### config.mk
export PLATFORM = sky130hd
export DESIGN_NAME = fed_skid
export DESIGN_NICKNAME = d
export VERILOG_FILES = /design/src/design/fire_ellipse_dimensions_core_defines.svh /design/src/design/fed_pkg.sv /design/src/design/fed_skid.sv
export SDC_FILE = /design/constraint.sdc
export NUM_CORES = 1
export LEC_CHECK = 0
export ABC_AREA = 1
export BUFFER_PORTS_ARGS = -buffer_cell sky130_fd_sc_hd__buf_2
export CAP_MARGIN = 20
export CORE_ASPECT_RATIO = 0.9
export CORE_UTILIZATION = 31
export CTS_CLUSTER_DIAMETER = 40
export DETAILED_ROUTE_END_ITERATION = 6
export PLACE_DENSITY_LB_ADDON = 0.2
export SYNTH_ARGS = -nofsm -noshare
export SYNTH_HDL_FRONTEND = slang
export SYNTH_SLANG_ARGS = --single-unit
### constraint.sdc
create_clock -name clk -period 15.6 [get_ports clk]
set_input_delay 0.78 -clock clk [delete_from_list [all_inputs] [get_ports clk]]
set_output_delay 0.78 -clock clk [all_outputs]
set_load 0.01 [all_outputs]
### src/design/fire_ellipse_dimensions_core_defines.svh
// ----------------------------------------------------------------------------
// Assertion macros for the fire ellipse dimensions core
// Shared property forms, clocked on clk and held off during reset.
// ----------------------------------------------------------------------------
`ifndef FIRE_ELLIPSE_DIMENSIONS_CORE_DEFINES_SVH
`define FIRE_ELLIPSE_DIMENSIONS_CORE_DEFINES_SVH

// Consequent must hold in the same cycle as the antecedent.
`define FED_ASSERT_NOW(lbl, ante, cons, msg) \
  lbl: assert property (@(posedge clk) disable iff (!rst_n) (ante) |-> (cons)) \
    else $error(msg);

// Consequent must hold in the cycle after the antecedent.
`define FED_ASSERT_NEXT(lbl, ante, cons, msg) \
  lbl: assert property (@(posedge clk) disable iff (!rst_n) (ante) |=> (cons)) \
    else $error(msg);

`endif

### src/design/fed_pkg.sv
// ----------------------------------------------------------------------------
// fed_pkg
// Types and constants shared by the fire ellipse dimensions datapath.
// ----------------------------------------------------------------------------
package fed_pkg;

  // pi in Q2.29 and Q2.30
  localparam logic [30:0] PI_Q29 = 31'd1686629713;
  localparam logic [31:0] PI_Q30 = 32'd3373259426;

  typedef struct packed {
    logic [15:0] w;
    logic [19:0] rate;
    logic [15:0] t;
  } seg_a_t;

  typedef struct packed {
    logic [15:0] w;
    logic [19:0] rate;
    logic [15:0] t;
    logic [29:0] h30;
  } seg_b_t;

  typedef struct packed {
    logic [15:0] w;
    logic [19:0] rate;
    logic [15:0] t;
    logic [29:0] h30;
    logic [15:0] e16;
  } seg_c_t;

  typedef struct packed {
    logic [15:0] w;
    logic [15:0] t;
    logic [29:0] h30;
    logic [15:0] e16;
    logic [19:0] back;
  } mid_t;

  typedef struct packed {
    mid_t        mid;
    logic [36:0] st;
    logic [31:0] ct8;
  } seg_e_t;

  typedef struct packed {
    logic [14:0] lwr;
    logic [15:0] e16;
    logic [19:0] back;
    logic [31:0] at8;
    logic [31:0] bt8;
    logic [31:0] ct8;
    logic [32:0] len8;
    logic [32:0] wid8;
  } geom_t;

  typedef struct packed {
    geom_t       g;
    logic [30:0] s8;
    logic [29:0] h30;
    logic [59:0] hh;
    logic [59:0] m;
  } stage1_t;

  typedef struct packed {
    geom_t       g;
    logic [30:0] s8;
    logic [30:0] f30;
    logic [61:0] mhp;
    logic [61:0] mlp;
  } stage2_t;

  typedef struct packed {
    geom_t       g;
    logic [61:0] ps;
    logic [47:0] area;
  } stage3_t;

  typedef struct packed {
    logic [14:0] lwr;
    logic [15:0] ecc;
    logic [19:0] back;
    logic [31:0] semi_minor;
    logic [31:0] semi_major;
    logic [31:0] offset;
    logic [32:0] length;
    logic [32:0] width;
    logic [34:0] perim;
    logic [47:0] area;
  } res_t;

endpackage

### src/design/fed_skid.sv
// ----------------------------------------------------------------------------
// fed_skid
// Two-entry result buffer between the datapath and the result channel.
// ----------------------------------------------------------------------------
module fed_skid (
  input  logic          clk,
  input  logic          rst_n,
  input  logic          push_i,
  input  fed_pkg::res_t data_i,
  output logic          full_o,
  output logic          valid_o,
  input  logic          stall_i,
  output fed_pkg::res_t data_o
);

  fed_pkg::res_t mem_r [2];
  logic          wr_ptr_r;
  logic          rd_ptr_r;
  logic [1:0]    cnt_r;
  logic [1:0]    cnt_nxt;
  logic          pop;

  assign valid_o = (cnt_r != 2'd0);
  assign full_o  = (cnt_r == 2'd2);
  assign pop     = valid_o && !stall_i;
  assign data_o  = mem_r[rd_ptr_r];

  always_comb begin
    unique case ({push_i, pop})
      2'b10:   cnt_nxt = cnt_r + 2'd1;
      2'b01:   cnt_nxt = cnt_r - 2'd1;
      default: cnt_nxt = cnt_r;
    endcase
  end

  always_ff @(posedge clk) begin
    if (!rst_n) begin
      cnt_r    <= 2'd0;
      wr_ptr_r <= 1'b0;
      rd_ptr_r <= 1'b0;
    end else begin
      cnt_r <= cnt_nxt;
      if (push_i) wr_ptr_r <= !wr_ptr_r;
      if (pop)    rd_ptr_r <= !rd_ptr_r;
    end
  end

  always_ff @(posedge clk) begin
    if (push_i) begin
      mem_r[wr_ptr_r] <= data_i;
    end
  end

endmodule

==> impl_metrics.toml, run 1 <==
[timing]
period_share_pct = 33.6
finalClockSkew_ns = 0.0185
layout_min_cycle_time_ns = 5.24
hold_viol = 0
timing.final.ws_setup_ns = 10.36
fmax_mhz = 191
slew_headroom_pct = 24.4
worst_pin_slew_ns = 1.13
final.setup.tns_ns = 0
grt_setup_unrepaired = "no"
slew_violations = 0
setup_viol = 0

[critical_path]
arrival_ns = 4.46
start_kind = "flip-flop"
endpoint_kind = "output port"
path_class = "flip-flop to output port"
crit_required_ns = 14.82
crit_fanout = 51

[layout]
final_common_cell = "buf_2"
drive_above_1_share_pct = 62.7
final_cell_mix = "597 x buf_2, 592 x edfxtp_1, 240 x mux2_4"
areaGrowthSynthToFinish_pct = 32.8
stdcell_count = 2664
final_nets = 1929

[logic_synthesis]
ys_seq_area_share_pct = 79.1
synth.avg_cell_area_um2 = 23.6
synth_area_leaders = "edfxtp_1 79%, mux2_4 16%, mux2_2 2.8%, buf_6 1.4%, dfxtp_1 0.44%"
syn_inst = 957
netlist_area_um2 = 22600
synth-simple-area-share_pct = 0.377
synth_adder_area_share_pct = 0.0554
synth_top_family_by_area = "multiplexers"
yosys_register_bits = 597
ys_warn_count = 0
muxShareOfSynthArea_pct = 18.7
synth_nets = 1258
synthXorXnorAreaFrac_pct = 0
yosysTopAreaCellShare_pct = 78.7
synth_compound_area_share_pct = 0.0665
synth_cell_types = 14
synth_top_area_cell = "edfxtp_1"

[power]
p_sw_share_pct = 23.1
max-vdd-ir-drop_uv = 117
combPwrFrac_pct = 10.8
seqPwrFrac_pct = 40.9
p_sw_mw = 1.07
p_clk_share_pct = 48.3
leakage_nw = 11.7
cellPowerDensity_nw_per_um2 = 154
intPower_mw = 3.55

[place]
io_buffers = 597
gp_congestion = 0.778
dp_hpwl_um = 36100
dp.cells = 2483
pre_cts_ws_ns = 10.94

[routing]
antenna_left = 0
vias_per_cell = 4.23
drt_iter0_markers = 570
wirelength_um = 52700
drc_errors = 0
num_vias = 11300
drt_pre_antenna_iters = 6
wire_per_inst_um = 19.8

[global_route]
grt_max_degree = 105
antenna_found_initial = 10
grt_first_pass_wirelength_um = 76100
grt.overflow.total = 0
grt_pass1_vias = 12100
track_usage_pct = 13.8

[cts]
cts_resized = 0
clk_pin_slew_ns = 0.06
htreeDepth = 3
hold_buffers = 0
numCtsBuffers = 93
cts_max_path_buffers = 3
cts.sinks = 597
clkLatencyLatePin_ns = 0.62
cts_tree = "done"
cts_root_buf = "clkbuf_16"
postCtsSetupBuffers = 0

[job]
cap_violations = 0

[die]
ios = 598
fp.dieArea_um2 = 73900
initial_core_util_pct = 31.5
rows = 93
die_x_um = 287
coreArea_um2 = 71800
die_h_um = 258

[outcome]
status = "finished, final reports clean"

[worst_hold_path]
min_path_type = "primary input to flip-flop"
## critical path, stage by stage, from the launching register on
cell and delay [ns]:
dfxtp_4 0.70, buf_4 0.84, buf_4 0.82, buf_4 0.83
mux2_4 0.36, buf_2 0.14
## synthesized netlist by cell type, drive strengths merged
library cell	number
inv	6
nand4	1
edfxtp	592
a21oi	2
nand3b	1
mux2	296
nand2	8
ha	1
buf	33
o21ai	1
nor2	11
dfxtp	5
## layout make-up
type | instances | area, um^2
flip-flops and latches | 597 | 17900
fillers | 6453 | 41800
clock inverters | 78 | 1060
multi-input cells | 321 | 4350
well taps | 950 | 1190
repair buffers | 609 | 3080
clock buffers | 97 | 2380
inverters | 6 | 30.0
diodes | 6 | 15.0
## per-stage QoR
stage / hold slack, ns / util, % / cell area (um^2) / power, mW
finish: 0.338 / 41.8 / 30000 / 4.62
global route: 0.289 / 41.8 / 30000 / 4.78
CTS: 0.281 / 41.8 / 30000 / 4.69
detailed placement: 0.495 / 37.0 / 26500 / 2.43
global placement: 0.485 / 37.0 / 26500 / 2.42
floorplan: 0.467 / - / 22600 / 2.26
## sequential cells by signal, indices dropped and copies added, names as in the netlist, named ones only
name,flops
wr_ptr_r,1
mem_r,592
rd_ptr_r,1
cnt_r,2
## worst paths after layout
path	from	endpoint	slack, ns	cells past startpoint
setup / recovery	flip-flop	data_o[269]	10.36	5
hold / removal	data_i[84]	mem_r[1][84]	0.34	1
setup reg to reg	wr_ptr_r	mem_r[1][145]	12.36	4
hold reg to reg	rd_ptr_r	flip-flop	0.50	2
## per-layer routing
metal  track usage (%)  up-vias  part of all wire [%]
met1              15.2     5573                    37
met4              5.53        8                   3.0
li1                  -     5211                     -
met5                 0        -                  0.10
met2              24.2      372                    53
met3              4.66       95                   7.2
## power by group through the flow
stage / combinational, mW / sequential, mW / clock, mW
after floorplan: 0.321 / 1.94 / 0
after global placement: 0.503 / 1.92 / 0
after detailed placement: 0.508 / 1.92 / 0
after CTS: 0.510 / 1.89 / 2.29
after global routing: 0.533 / 1.90 / 2.35
final: 0.497 / 1.89 / 2.23
## kinds of logic (layout without fill, tap and decap cells)
family | after synthesis | count (layout)
fa+ha+maj | 1 | 1
mux | 296 | 296
other cells | 0 | 6
buf+inv | 39 | 790
flops | 597 | 597
compound gates | 3 | 3
simple gates | 21 | 21
Power figures use the tool's default switching activity.
==> inputs of run 2 (changes only) <==
==> constraint.sdc (replaced) <==
create_clock -name clk -period 5.1 [get_ports clk]
set_input_delay 0.255 -clock clk [delete_from_list [all_inputs] [get_ports clk]]
set_output_delay 0.255 -clock clk [all_outputs]
set_load 0.01 [all_outputs]
==> run 2 against run 1 <==
Worst hold slack worse by 0.22 ns. Combinational power rose to 3.4 times the previous value. Total power rose to 3.0 times the previous value. First-iteration DRC count down 7.0%. Routed wire length up 2.5%. Flip-flop and latch count unchanged. Clock power rose to 2.9 times the previous value. Largest power group unchanged. Via count up 11%. Highest routed layer unchanged.
==> impl_metrics.toml, run 2 (synthesis results as in run 1) <==
[routing]
drt-met1-wl_um = 19900
drc_errors = 0
antenna_left = 0
met3WireLength_um = 3430
drt_iter0_markers = 530
drt_pre_antenna_iters = 4
wire_per_inst_um = 18.2
wirelength_um = 54000
top_layer = "met5"
vias_per_cell = 4.22
wl_met2_um = 28500
num_vias = 12500

[place]
dp_hpwl_um = 35500
pre_cts_ws_ns = 2.59
dp.cells = 2486
post_dp_cell_area_um2 = 26600
io_buffers = 597
gp_congestion = 0.786

[timing]
period_share_pct = 59.9
finalClockSkew_ns = 0.0270
worst_pin_slew_ns = 1.19
timing.final.ws_setup_ns = 2.04
grt_setup_unrepaired = "no"
hold_viol = 0
fmax_mhz = 327
layout_min_cycle_time_ns = 3.06
slew_headroom_pct = 20.8
slew_violations = 0
final.setup.tns_ns = 0
setup_viol = 0

[cts]
htreeDepth = 3
cts_tree = "done"
cts_root_buf = "clkbuf_16"
cts_max_path_buffers = 3
cts.sinks = 597
clkLatencyLatePin_ns = 0.62
postCtsSetupBuffers = 0
numCtsBuffers = 96
clk_pin_slew_ns = 0.05

[layout]
design_area_um2 = 33000
finalCoreUtilization_pct = 45.9
reg_top3 = "mem_r: 592 flops, cnt_r: 2 flops"
drive_above_1_share_pct = 53.6
seqCellArea_um2 = 17900
stdcell_count = 2963
final_cell_mix = "597 x buf_2, 592 x edfxtp_1, 300 x dlygate4sd3_1"
n_antenna_cell = 0
multi_input_area_um2 = 4360
fillers = 6255
largest_register_ffs = 592
final_nets = 2235
final_common_cell = "buf_2"
areaGrowthSynthToFinish_pct = 45.9
regMostFlops = "mem_r"

[global_route]
grt_first_pass_wirelength_um = 79500
track_usage_pct = 14.1
grt.overflow.total = 0
grt_max_degree = 152
grt_pass1_vias = 13800
antenna_found_initial = 3

[outcome]
status = "finished, final reports clean"

[critical_path]
start_kind = "flip-flop"
cpLargestDelayFamily = "flip-flops"
critPathBufInv = 2
endpoint_kind = "output port"
crit_fanout = 50
path_class = "flip-flop to output port"
crit_path_max_incr_delay_ns = 0.99
arrival_ns = 2.80
crit_required_ns = 4.85
slowest_stage = "dfxtp_4"
path_cells = "buf_4 > mux2_2 > buf_2"

[die]
ios = 598
fp.dieArea_um2 = 73900
coreArea_um2 = 71800
initial_core_util_pct = 31.5
die_h_um = 258
die_x_um = 287
rows = 93

[power]
cellPowerDensity_nw_per_um2 = 427
leakage_nw = 12.9
max-vdd-ir-drop_uv = 310

[worst_hold_path]
min_path_type = "primary input to flip-flop"

[job]
cap_violations = 0
-- run 2: cell count changes in the layout (fill, tap and decap cells not counted), moves of 6 or more --
cell,delta
diode_2,-6
dlygate4sd3_1,+300
clkinv_4,+8
bufinv_16,-7
buf_12,+6
-- run 2: path summary, 6_finish.rpt --
path         startpoint             to  slack (ns)  depth (start not counted)
max           flip-flop      data_o[3]        2.04                          3
min              push_i       cnt_r[0]        0.12                          4
max reg2reg    wr_ptr_r  mem_r[0][282]        2.97                          2
min reg2reg    rd_ptr_r      flip-flop        0.52                          2
-- run 2: area by class of cell --
type,instances,share of cell area [%]
multi-input cells,321,13.2
well taps,950,3.61
clock buffers,104,7.45
inverters,6,0.0797
flip-flops and latches,597,54.3
repair buffers,912,18.7
clock inverters,73,2.63
-- run 2: through the flow --
stage               total power [mW]  hold slack (ns)
finish                          14.1            0.119
floorplan                       6.86            0.354
detailed placement              7.44            0.446
CTS                             14.3           0.0590
global placement                7.42            0.443
global route                    14.6            0.121
-- run 2: tightest hold or removal path, cell delays in order --
cell	delay, ns
buf_2	0.12
inv_2	0.07
ha_1	0.17
a21oi_1	0.07
-- run 2: power breakdown --
group          internal [mW]  switching [mW]  leakage (nW)
Sequential              5.70          0.0943          5.60
Clock                   4.13            2.43          1.62
Combinational          0.911           0.800          5.71
Total                   10.7            3.33          12.9
-- run 2: timing repair --
action | 4_1_cts | 5_1_grt
hold buffers | 300 | 0
hold endpoints to repair | 597 | 0
gates resized for setup | 0 | 0
setup endpoints to repair | 0 | 0
-- run 2: routing by layer --
layer,vias up,track usage (%)
met1,6187,15.2
met2,383,25.4
met4,4,6.67
met3,113,4.14
li1,5823,-
met5,-,0
