## config.mk

```make
export PLATFORM = sky130hd
export DESIGN_NAME = fed_sqrt
export DESIGN_NICKNAME = d
export VERILOG_FILES = /design/src/design/fire_ellipse_dimensions_core_defines.svh /design/src/design/fed_sqrt.sv
export SDC_FILE = /design/constraint.sdc
export NUM_CORES = 1
export LEC_CHECK = 0
export BUFFER_PORTS_ARGS = -buffer_cell sky130_fd_sc_hd__buf_2
export CORE_ASPECT_RATIO = 1.75
export CORE_MARGIN = 2
export CORE_UTILIZATION = 40
export DETAILED_ROUTE_END_ITERATION = 8
export GPL_TIMING_DRIVEN = 1
export MAX_ROUTING_LAYER = met4
export PLACE_DENSITY_LB_ADDON = 0.15
export REMOVE_ABC_BUFFERS = 1
export SLEW_MARGIN = 20
export SYNTH_ARGS = -nofsm -noshare
export SYNTH_HDL_FRONTEND = slang
export SYNTH_SLANG_ARGS = --single-unit
```

## constraint.sdc

```tcl
create_clock -name clk -period 3.3 [get_ports clk]
set_input_delay 0.33 -clock clk [delete_from_list [all_inputs] [get_ports clk]]
set_output_delay 0.33 -clock clk [all_outputs]
set_load 0.03 [all_outputs]
```

## src/design/fire_ellipse_dimensions_core_defines.svh

```systemverilog
// ----------------------------------------------------------------------------
// Assertion macros for the fire ellipse dimensions core
// Shared property forms, clocked on clk and held off during reset.
// ----------------------------------------------------------------------------
`ifndef FIRE_ELLIPSE_DIMENSIONS_CORE_DEFINES_SVH
`define FIRE_ELLIPSE_DIMENSIONS_CORE_DEFINES_SVH

// Consequent must hold in the same cycle as the antecedent.
`define FED_ASSERT_NOW(lbl, ante, cons, msg) \
  lbl: assert property (@(posedge clk) disable iff (!rst_n) (ante) |-> (cons)) \
    else $error(msg);

// Consequent must hold in the cycle after the antecedent.
`define FED_ASSERT_NEXT(lbl, ante, cons, msg) \
  lbl: assert property (@(posedge clk) disable iff (!rst_n) (ante) |=> (cons)) \
    else $error(msg);

`endif

```

## src/design/fed_sqrt.sv

```systemverilog
// ----------------------------------------------------------------------------
// fed_sqrt
// Pipelined integer square root, one root bit per stage, with sideband.
// ----------------------------------------------------------------------------
module fed_sqrt #(
  parameter int IN_W   = 32,
  parameter int SIDE_W = 1
) (
  input  logic              clk,
  input  logic              rst_n,
  input  logic              en,
  input  logic              valid_i,
  input  logic [IN_W-1:0]   val_i,
  input  logic [SIDE_W-1:0] side_i,
  output logic              valid_o,
  output logic [IN_W/2-1:0] root_o,
  output logic [SIDE_W-1:0] side_o
);

  localparam int RW = IN_W / 2;

  logic [RW-1:0]     v_r;
  logic [RW+1:0]     rem_r    [RW];
  logic [RW+1:0]     rem_nxt  [RW];
  logic [RW+1:0]     rem_src  [RW];
  logic [RW-1:0]     root_r   [RW];
  logic [RW-1:0]     root_nxt [RW];
  logic [RW-1:0]     root_src [RW];
  logic [IN_W-1:0]   val_r    [RW];
  logic [IN_W-1:0]   val_src  [RW];
  logic [SIDE_W-1:0] side_r   [RW];

  always_comb begin
    logic [RW+3:0] shifted;
    logic [RW+1:0] trial;
    rem_src[0]  = '0;
    root_src[0] = '0;
    val_src[0]  = val_i;
    for (int k = 1; k < RW; k++) begin
      rem_src[k]  = rem_r[k-1];
      root_src[k] = root_r[k-1];
      val_src[k]  = val_r[k-1];
    end
    for (int k = 0; k < RW; k++) begin
      // bring down two radicand bits, try root*4+1
      shifted = {rem_src[k], val_src[k][IN_W-1 -: 2]};
      trial   = {root_src[k], 2'b01};
      if (shifted >= {2'b00, trial}) begin
        rem_nxt[k]  = (RW+2)'(shifted - {2'b00, trial});
        root_nxt[k] = RW'({root_src[k], 1'b1});
      end else begin
        rem_nxt[k]  = (RW+2)'(shifted);
        root_nxt[k] = RW'({root_src[k], 1'b0});
      end
    end
  end

  always_ff @(posedge clk) begin
    if (!rst_n) begin
      v_r <= '0;
    end else if (en) begin
      v_r <= RW'({v_r, valid_i});
    end
  end

  always_ff @(posedge clk) begin
    if (en) begin
      side_r[0] <= side_i;
      for (int k = 0; k < RW; k++) begin
        rem_r[k]  <= rem_nxt[k];
        root_r[k] <= root_nxt[k];
        val_r[k]  <= IN_W'({val_src[k], 2'b00});
      end
      for (int k = 1; k < RW; k++) begin
        side_r[k] <= side_r[k-1];
      end
    end
  end

  assign valid_o = v_r[RW-1];
  assign root_o  = root_r[RW-1];
  assign side_o  = side_r[RW-1];

endmodule

```

==> results list, run 1 <==
* Result of the run: completed
* Total Routed Length: 61700 µm
* Share of the yosys chip area belonging to registers: 65.7%
- Most frequent cells in the layout: sky130_fd_sc_hd__edfxtp_1 (642), sky130_fd_sc_hd__inv_1 (178), sky130_fd_sc_hd__ha_1 (153), sky130_fd_sc_hd__nor2_1 (148), sky130_fd_sc_hd__nand2_1 (134)
- The worst hold path begins at en.
- Vias in the first global route: 18455
* Instance area after placement: 31600 µm²
- Summing over every cut layer, the via total after detailed routing is 17347.
* Starting utilization of the core area: 40.4%
- Floorplan die width: 210 µm
* Highest attainable clock frequency: 0.313 GHz
- After synthesis the netlist holds a flip-flop and latch count of 658.
* Clock Tree Root: sky130_fd_sc_hd__clkbuf_16
- On the critical path the largest part of the delay comes from compound AO/OA/AOI/OAI gates.
- Worst Hold Depth: 1
* Top-level I/O count: 55
* Setup TNS: 0 ns
* Clk pin slew, worst setup/hold paths: 0.06 ns
- Global-route congestion overflow total: 0
- Synth Instances: 2220
- In this run the tool buffered the top-level ports with 54 buffer cells.
* Final worst setup slack: 0.107 ns
- Critical Path Sink Type: flop
- For the worst-skew pair, the clock arrives at the later sink with an insertion delay of 0.66 ns.
- The repair_antennas step left the layout with diodes totalling 0.
- Setup repair after global routing missed its margin: no
- Top FF cell, synth: sky130_fd_sc_hd__edfxtp_1
- Detailed placement ended at an HPWL of 45700 µm.
- Launching point of the worst reg2reg path: rem_r[1][90]$_DFFE_PP_
* Buffering stage count on the worst path with inverters included: 2
* Fraction of final layout cells sized beyond drive strength 1: 9.94%
* Total power of the final layout: 21.6 mW
* Final number of setup-violating endpoints: 0
- For the worst setup path, the data required time is 3.67 ns.
* Routed Antenna Nets: 0
- For the final database, setup skew stands at 0.0542 ns.
* Iteration-0 DRC count of the detailed router: 822
- Cell area after layout: 34200 µm²
- Setup CP Type: reg -> reg
* Largest voltage drop on the vdd net: 0.436 mV
* TritonCTS Sinks: 658
- The die covers 76800 µm².
- The area growth from synthesis to layout is 14.6%.
- Number of buffers created by CTS: 61
- After detailed routing, the number of remaining DRC violations is 0.
* Worst endpoint data arrival time: 3.56 ns
* Antenna violations before repair: 0
- Maximum number of pins on one net before global-route repair: 95
- For hold timing, the worst endpoint is side_r[0][0]$_DFFE_PP_.
* Peak fanout along the critical path: 7
* Depth of the most critical reg-to-reg path: 9
- Max-slew violation count: 0
- Rows: 132
- For this run, asynchronously set or reset flops after synthesis account for 0%.
* Cell-by-cell listing of the critical path: ha_1 -> nor2b_1 -> o31ai_1 -> buf_4 -> a21oi_1 -> a21oi_1 -> and2_1 -> buf_4 -> o21ai_0
- Power per Cell Area: 632 nW/µm²
* Worst Max-Slew Pin Slew: 0.868 ns
- Maximum buffer depth of the clock tree: 3
* Buffers inserted during post-CTS setup optimization: 0
- The synthesized design contains 642 enable-type register cells.
* Commonest non-fill, non-tap cell in the layout: sky130_fd_sc_hd__edfxtp_1
- Measured on the finished design, the core utilization comes to 46.3%.
- Cell type of the slowest stage on the worst timing path: sky130_fd_sc_hd__a21oi_1
* Cell area after synthesis: 29800 µm²
- Weighted congestion reported at the end of routability-driven placement: 0.917
- In the global route stage, overall resource usage came out at 16.6%.
- Averaged over all synthesized cells, the footprint is 13.4 µm².
- Worst hold path type: in -> reg
- TritonCTS built the clock tree.
* YS warnings: 0
- Counting distinct cell types in the post-synthesis netlist gives 71.
- Leakage Power: 13.2 nW
- Using the TritonRoute via totals, the vias-per-cell ratio works out to 5.14.
- The H-tree was split into 2 levels.
- Worst slack at placement: 0.0995 ns
- Endpoint of the worst register-to-register path: rem_r[1][118]$_DFFE_PP_
- Routed wirelength normalized by instance count: 18.3 µm
* Share of the cycle needed by the critical path after routing: 96.8%
- The worst pin sits at a relative slew slack of 41.6%.
- Across the run, the number of max-cap violations was 0.
* Floorplan die height: 365 µm
- Shortest clock period the worst path allows after layout: 3.19 ns
* Number of hold violations in the final report: 0
* Kind of start point of the critical path: flop
- First-pass GRT wire length: 95100 µm
- The pre-antenna-repair detailed-routing pass consisted of 6 iterations.
* Max stage delay on crit path: 0.47 ns
- Placeable core region: 73800 µm²
* Nets: 2572
- Register-to-register setup slack: 0.11 ns
-- what timing repair did --
item,CTS,global route
resized for setup,0,0
hold endpoints to repair,42,0
hold buffers,36,0
-- flip-flops by register name (all words and copies together) (netlist names) --
name / count
root_r: 136
val_r: 240
side_r: 16
rem_r: 250
v_r: 16
-- layer usage --
metal | up-vias | GRT usage (%) | routed length [µm]
met4 | 0 | 7.95 | 2990
met5 | - | - | 0
met3 | 130 | 2.20 | 1470
li1 | 8507 | - | -
met2 | 250 | 36.7 | 39300
met1 | 8460 | 12.1 | 18000
-- worst register-to-register path, cell delays in order, from the launching register on --
cell	delay, ns
sky130_fd_sc_hd__edfxtp_1	0.41
sky130_fd_sc_hd__ha_1	0.36
sky130_fd_sc_hd__nor2b_1	0.21
sky130_fd_sc_hd__o31ai_1	0.09
sky130_fd_sc_hd__buf_4	0.15
sky130_fd_sc_hd__a21oi_1	0.47
sky130_fd_sc_hd__a21oi_1	0.33
sky130_fd_sc_hd__and2_1	0.31
sky130_fd_sc_hd__buf_4	0.19
sky130_fd_sc_hd__o21ai_0	0.38
-- kinds of logic after synthesis --
kind of cell / Yosys count / synth area share [%]
mux: 52 / 1.86
xor+xnor: 191 / 5.61
compound gates: 386 / 8.20
fa+ha+maj: 153 / 6.42
other cells: 1 / 0.0126
buf+inv: 219 / 2.77
flops: 658 / 65.7
simple gates: 560 / 9.39
-- power by group --
group / switching (mW) / internal [mW] / total [mW] / leakage [nW]
sequential: 0.496 / 10.3 / 10.8 / 6.28
combinational: 1.82 / 1.35 / 3.17 / 5.85
clock: 3.17 / 4.50 / 7.67 / 1.06
total: 5.49 / 16.1 / 21.6 / 13.2
-- cells in the mapped netlist (37+ instances only) --
library cell               number  area [µm²]
sky130_fd_sc_hd__ha_1         153        1910
sky130_fd_sc_hd__nand2_1      134         503
sky130_fd_sc_hd__a21o_1        41         308
sky130_fd_sc_hd__inv_1        178         668
sky130_fd_sc_hd__o21ai_0      103         515
sky130_fd_sc_hd__clkbuf_1      37         139
sky130_fd_sc_hd__xnor2_1      102         893
sky130_fd_sc_hd__a21oi_1      119         596
sky130_fd_sc_hd__nor3_1        51         255
sky130_fd_sc_hd__xor2_1        89         780
sky130_fd_sc_hd__nor2_1       148         556
sky130_fd_sc_hd__edfxtp_1     642       19300
-- layout make-up --
class	count	area, µm²
clock inverters	44	608
multi-input cells	1343	9390
inverters	178	668
fillers	6543	39700
well taps	938	1170
clock buffers	71	1560
flip-flops and latches	658	19600
repair buffers	140	1150
-- stage by stage --
step	hold slack [ns]	instances
CTS	0.119	3372
global placement	0.400	3221
finish	0.139	3372
global route	0.124	3372
detailed placement	0.405	3221
floorplan	0.400	2179
-- how the worst max path moves through the flow --
stage	startpoint	to	slack [ns]	cells past startpoint
floorplan	rem_r[1][75]$_DFFE_PP_	rem_r[1][104]$_DFFE_PP_	0.14	7
global placement	rem_r[1][90]$_DFFE_PP_	rem_r[1][118]$_DFFE_PP_	0.1	9
detailed placement	rem_r[1][90]$_DFFE_PP_	rem_r[1][118]$_DFFE_PP_	0.1	9
CTS	rem_r[1][90]$_DFFE_PP_	rem_r[1][118]$_DFFE_PP_	0.03	9
global route	rem_r[1][90]$_DFFE_PP_	rem_r[1][118]$_DFFE_PP_	0.03	9
finish	rem_r[1][90]$_DFFE_PP_	rem_r[1][118]$_DFFE_PP_	0.11	9
(Power assumes the default switching activity.)
==> run 2: changes to the inputs <==
--- a/config.mk
+++ b/config.mk
@@ -6,7 +6,6 @@
 export NUM_CORES = 1
 export LEC_CHECK = 0
 export BUFFER_PORTS_ARGS = -buffer_cell sky130_fd_sc_hd__buf_2
-export CORE_ASPECT_RATIO = 1.75
 export CORE_MARGIN = 2
 export CORE_UTILIZATION = 40
 export DETAILED_ROUTE_END_ITERATION = 8
==> run 2 against run 1 <==
Utilization is 0.065 points lower. Sequential cell count unchanged. Register-to-register slack improved by 0.17 ns. Die area down 0.11%. Cell count increased by 0.89%. Global-route usage shrank 2.1 points. Final area grew 0.19%. Critical path depth did not move. Sequential power is essentially flat. First-iteration DRC count rose by 23%. Critical path type unchanged. Largest power group unchanged.
==> results list, run 2 (synthesis gave the netlist of run 1 again) <==
- The flow ran to the end, and the final reports show no timing, DRC or antenna violations.
- The fraction of met3 tracks used by global routing came to 2.46% (+0.25 points).
- The fraction of met2 tracks used by global routing was 23.8% (-13 points).
- Floorplan die height: 277 µm (-24%)
- Cell area after layout: 34200 µm² (+0.19%)
- The number of antenna-violating nets in the routed design is 0 (unchanged).
- Max-slew headroom at the worst pin: 48.9% (+7.3 points)
* Cell type of the slowest stage on the worst timing path: sky130_fd_sc_hd__o31ai_1
* Iteration-0 DRC count of the detailed router: 1014 (+23%)
- Internal portion of total power: 16.1 mW (+0.18%)
* Setup TNS: 0 ns (unchanged)
* Peak fanout along the critical path: 16 (+9)
* Placeable core region: 74100 µm² (+0.33%)
- TritonCTS clock tree: built
* Shortest clock period the worst path allows after layout: 3.02 ns (-0.174 ns)
- Max reg flops: 250 (unchanged)
* Weighted congestion reported at the end of routability-driven placement: 0.844 (-7.9%)
* Hold_ws: 0.0748 ns (-0.0642 ns)
- Area growth from synthesis to final layout: 14.8%
- Number of buffers inserted for hold repair after clock tree synthesis: 35 (-2.8%)
- The combinational group share of total power was 13.9% (-0.8 points).
* Sequential standard cell area: 19600 µm² (unchanged)
* Floorplan die width: 277 µm (+32%)
- The average detailed-routed wire length per instance was 15.7 µm (-14%).
- Vias in the first global route: 17414 (-5.6%)
- Max-slew violation count: 0 (unchanged)
- FILL cells: 6604 (+0.93%)
- Most frequent cells in the layout: sky130_fd_sc_hd__edfxtp_1 (642), sky130_fd_sc_hd__inv_1 (178), sky130_fd_sc_hd__ha_1 (153), sky130_fd_sc_hd__nor2_1 (148), sky130_fd_sc_hd__nand2_1 (134)
- The number of cells upsized or downsized after cts is 0 (unchanged).
- In this run the clock root is driven by a sky130_fd_sc_hd__clkbuf_16.
- The overflow left after global routing was 0 (unchanged).
* Number of hold violations in the final report: 0 (unchanged)
* Sequential Power Share: 49.8% (about the same)
* Buffers inserted during post-CTS setup optimization: 0 (unchanged)
- The layer flagged by global routing as most heavily used is met2.
* Maximum clock skew at final layout: 0.0315 ns (-0.0227 ns)
- Total half-perimeter wirelength after legalization and detailed placement: 37500 µm (-18%)
* Area used by multi-input combinational logic: 9390 µm² (unchanged)
- The worst hold path belongs to the class in -> reg.
- The data arrival at the endpoint of the critical path is 3.39 ns (-0.17 ns).
- Aggregate global-route resource usage: 14.5% (-2.1 points)
- Walking the worst path, the cells encountered are ha_1 -> nor2b_1 -> o31ai_1 -> a21oi_1 -> a21oi_1 -> and2_1 -> buf_4 -> inv_1 -> a31o_2.
* Worst Hold Depth: 2 (+1)
- By startpoint and endpoint, the worst setup path is classified as reg -> reg.
- Maxcap violations: 0 (unchanged)
- Clk pin slew, worst setup/hold paths: 0.06 ns (about the same)
* Total number of vias: 17081 (-1.5%)
- Kind of start point of the critical path: flop
- The power share of the clock group came to 36.3% (+0.8 points).
- Top-level I/O count: 55 (unchanged)
- Final number of setup-violating endpoints: 0 (unchanged)
- Fraction of power spent switching nets: 25.3% (-0.099 points)
- Power per Cell Area: 632 nW/µm² (-0.14%)
* Fraction of final layout cells sized beyond drive strength 1: 9.41% (-0.53 points)
- By instance count, the cell type seen most on the critical path is sky130_fd_sc_hd__a21oi_1.
- Leakage Power: 13.2 nW (-0.11%)
- Registers with the most flip-flops: rem_r: 250 flops, val_r: 240 flops, root_r: 136 flops
- TritonCTS Sinks: 658 (unchanged)
- GR Util met1: 18.4% (+6.3 points)
- Share of the cycle needed by the critical path after routing: 91.5% (-5.3 points)
- H-Tree Depth: 3 (+1)
* Area of the die: 76700 µm² (-0.11%)
- The post-placement setup slack is 0.332 ns (+0.232 ns).
- The mean number of vias per cell came to 5.02 (-2.4%).
- Setup repair after global routing left no endpoint under its margin.
* Depth of the most critical reg-to-reg path: 9 (unchanged)
- Register-to-register setup slack: 0.28 ns (+0.17 ns)
* Commonest non-fill, non-tap cell in the layout: sky130_fd_sc_hd__edfxtp_1
* Switching power: 5.47 mW (-0.34%)
- DRC: 0 (unchanged)
- Skew-Pair Late Insertion Delay: 0.61 ns (-0.05 ns)
- Maximum buffer depth of the clock tree: 3 (unchanged)
- Worst Max-Slew Pin Slew: 0.767 ns (-0.101 ns)
* Instance area after placement: 31500 µm² (-0.31%)
- Rows: 100 (-24%)
* Total power of the final layout: 21.6 mW (about the same)
- Antenna violations before repair: 0 (unchanged)
- The count of TritonRoute iterations in the first routing pass came to 5 (-1).
- The detailed-route wire length was 53300 µm (-14%).
* Count of input and output buffers: 54 (unchanged)
- Maximum number of pins on one net before global-route repair: 93 (-2.1%)
- The worst endpoint required time is 3.67 ns (about the same).
- Starting utilization of the core area: 40.2% (-0.13 points)
* Final worst setup slack: 0.281 ns (+0.174 ns)
- The post-layout net count is 2569 (-0.12%).
* Max stage delay on crit path: 0.44 ns (-0.03 ns)
- Highest attainable clock frequency: 0.331 GHz (+5.8%)
* Number of buffers created by CTS: 74 (+21%)
- The antenna cell count was 0 (unchanged).
- The global-route wire length before repair is 88400 µm (-7.1%).
* Largest voltage drop on the vdd net: 0.456 mV (+4.5%)
* Critical Path Sink Type: flop
- rem_r holds more flip-flops than any other register.
run 2: cell count changes in the layout (fill, tap and decap cells not counted), sizes merged:
cell and delta:
clkbuf +19, buf -15, bufinv -9, clkinvlp -1, inv -2, dlygate4sd3 -1, clkinv +8
run 2: area by class of cell:
cell class / count / area share, %
Sequential cell: 658 / 57.3
Multi-Input combinational cell: 1343 / 27.4
Clock buffer: 90 / 5.59
Tap cell: 969 / 3.54
Timing Repair Buffer: 124 / 2.94
Inverter: 178 / 1.95
Clock inverter: 40 / 1.27
run 2: final timing paths:
kind                                           endpoint                   start
worst max-delay path            rem_r[1][112]$_DFFE_PP_  rem_r[1][90]$_DFFE_PP_
worst min-delay path               v_r[15]$_SDFFE_PN0P_                   rst_n
worst max register to register  rem_r[1][112]$_DFFE_PP_  rem_r[1][90]$_DFFE_PP_
worst min register to register  val_r[1][114]$_DFFE_PP_  val_r[1][82]$_DFFE_PP_
run 2: routing by layer:
metal | routed length (µm) | up-vias
met5 | 0 | -
met1 | 24300 | 8199
li1 | - | 8518
met2 | 25700 | 278
met4 | 1160 | 0
met3 | 2150 | 86
run 2: critical path: cells and delay by family (launching register included):
| kind | cells | cell delay, ns |
|---|---|---|
| flip-flops | 1 | 0.39 |
| buffers and inverters | 2 | 0.30 |
| adder cells (fa/ha/maj) | 1 | 0.34 |
| AO/OA/AOI/OAI | 4 | 1.38 |
| AND/OR/NAND/NOR | 2 | 0.39 |
run 2: stage by stage:
stage	cells	utilization (%)
after floorplan	2179	-
after global placement	3237	42.6
after detailed placement	3237	42.6
after CTS	3402	46.2
after global routing	3402	46.2
final	3402	46.2
run 2: power groups by stage:
stage / Sequential [mW] / Combinational (mW) / Clock, mW
after global routing: 10.9 / 3.40 / 8.49
after CTS: 10.8 / 3.00 / 8.18
final: 10.8 / 3.00 / 7.85
after detailed placement: 10.9 / 2.95 / 0
after global placement: 10.9 / 2.90 / 0
after floorplan: 10.8 / 2.14 / 0
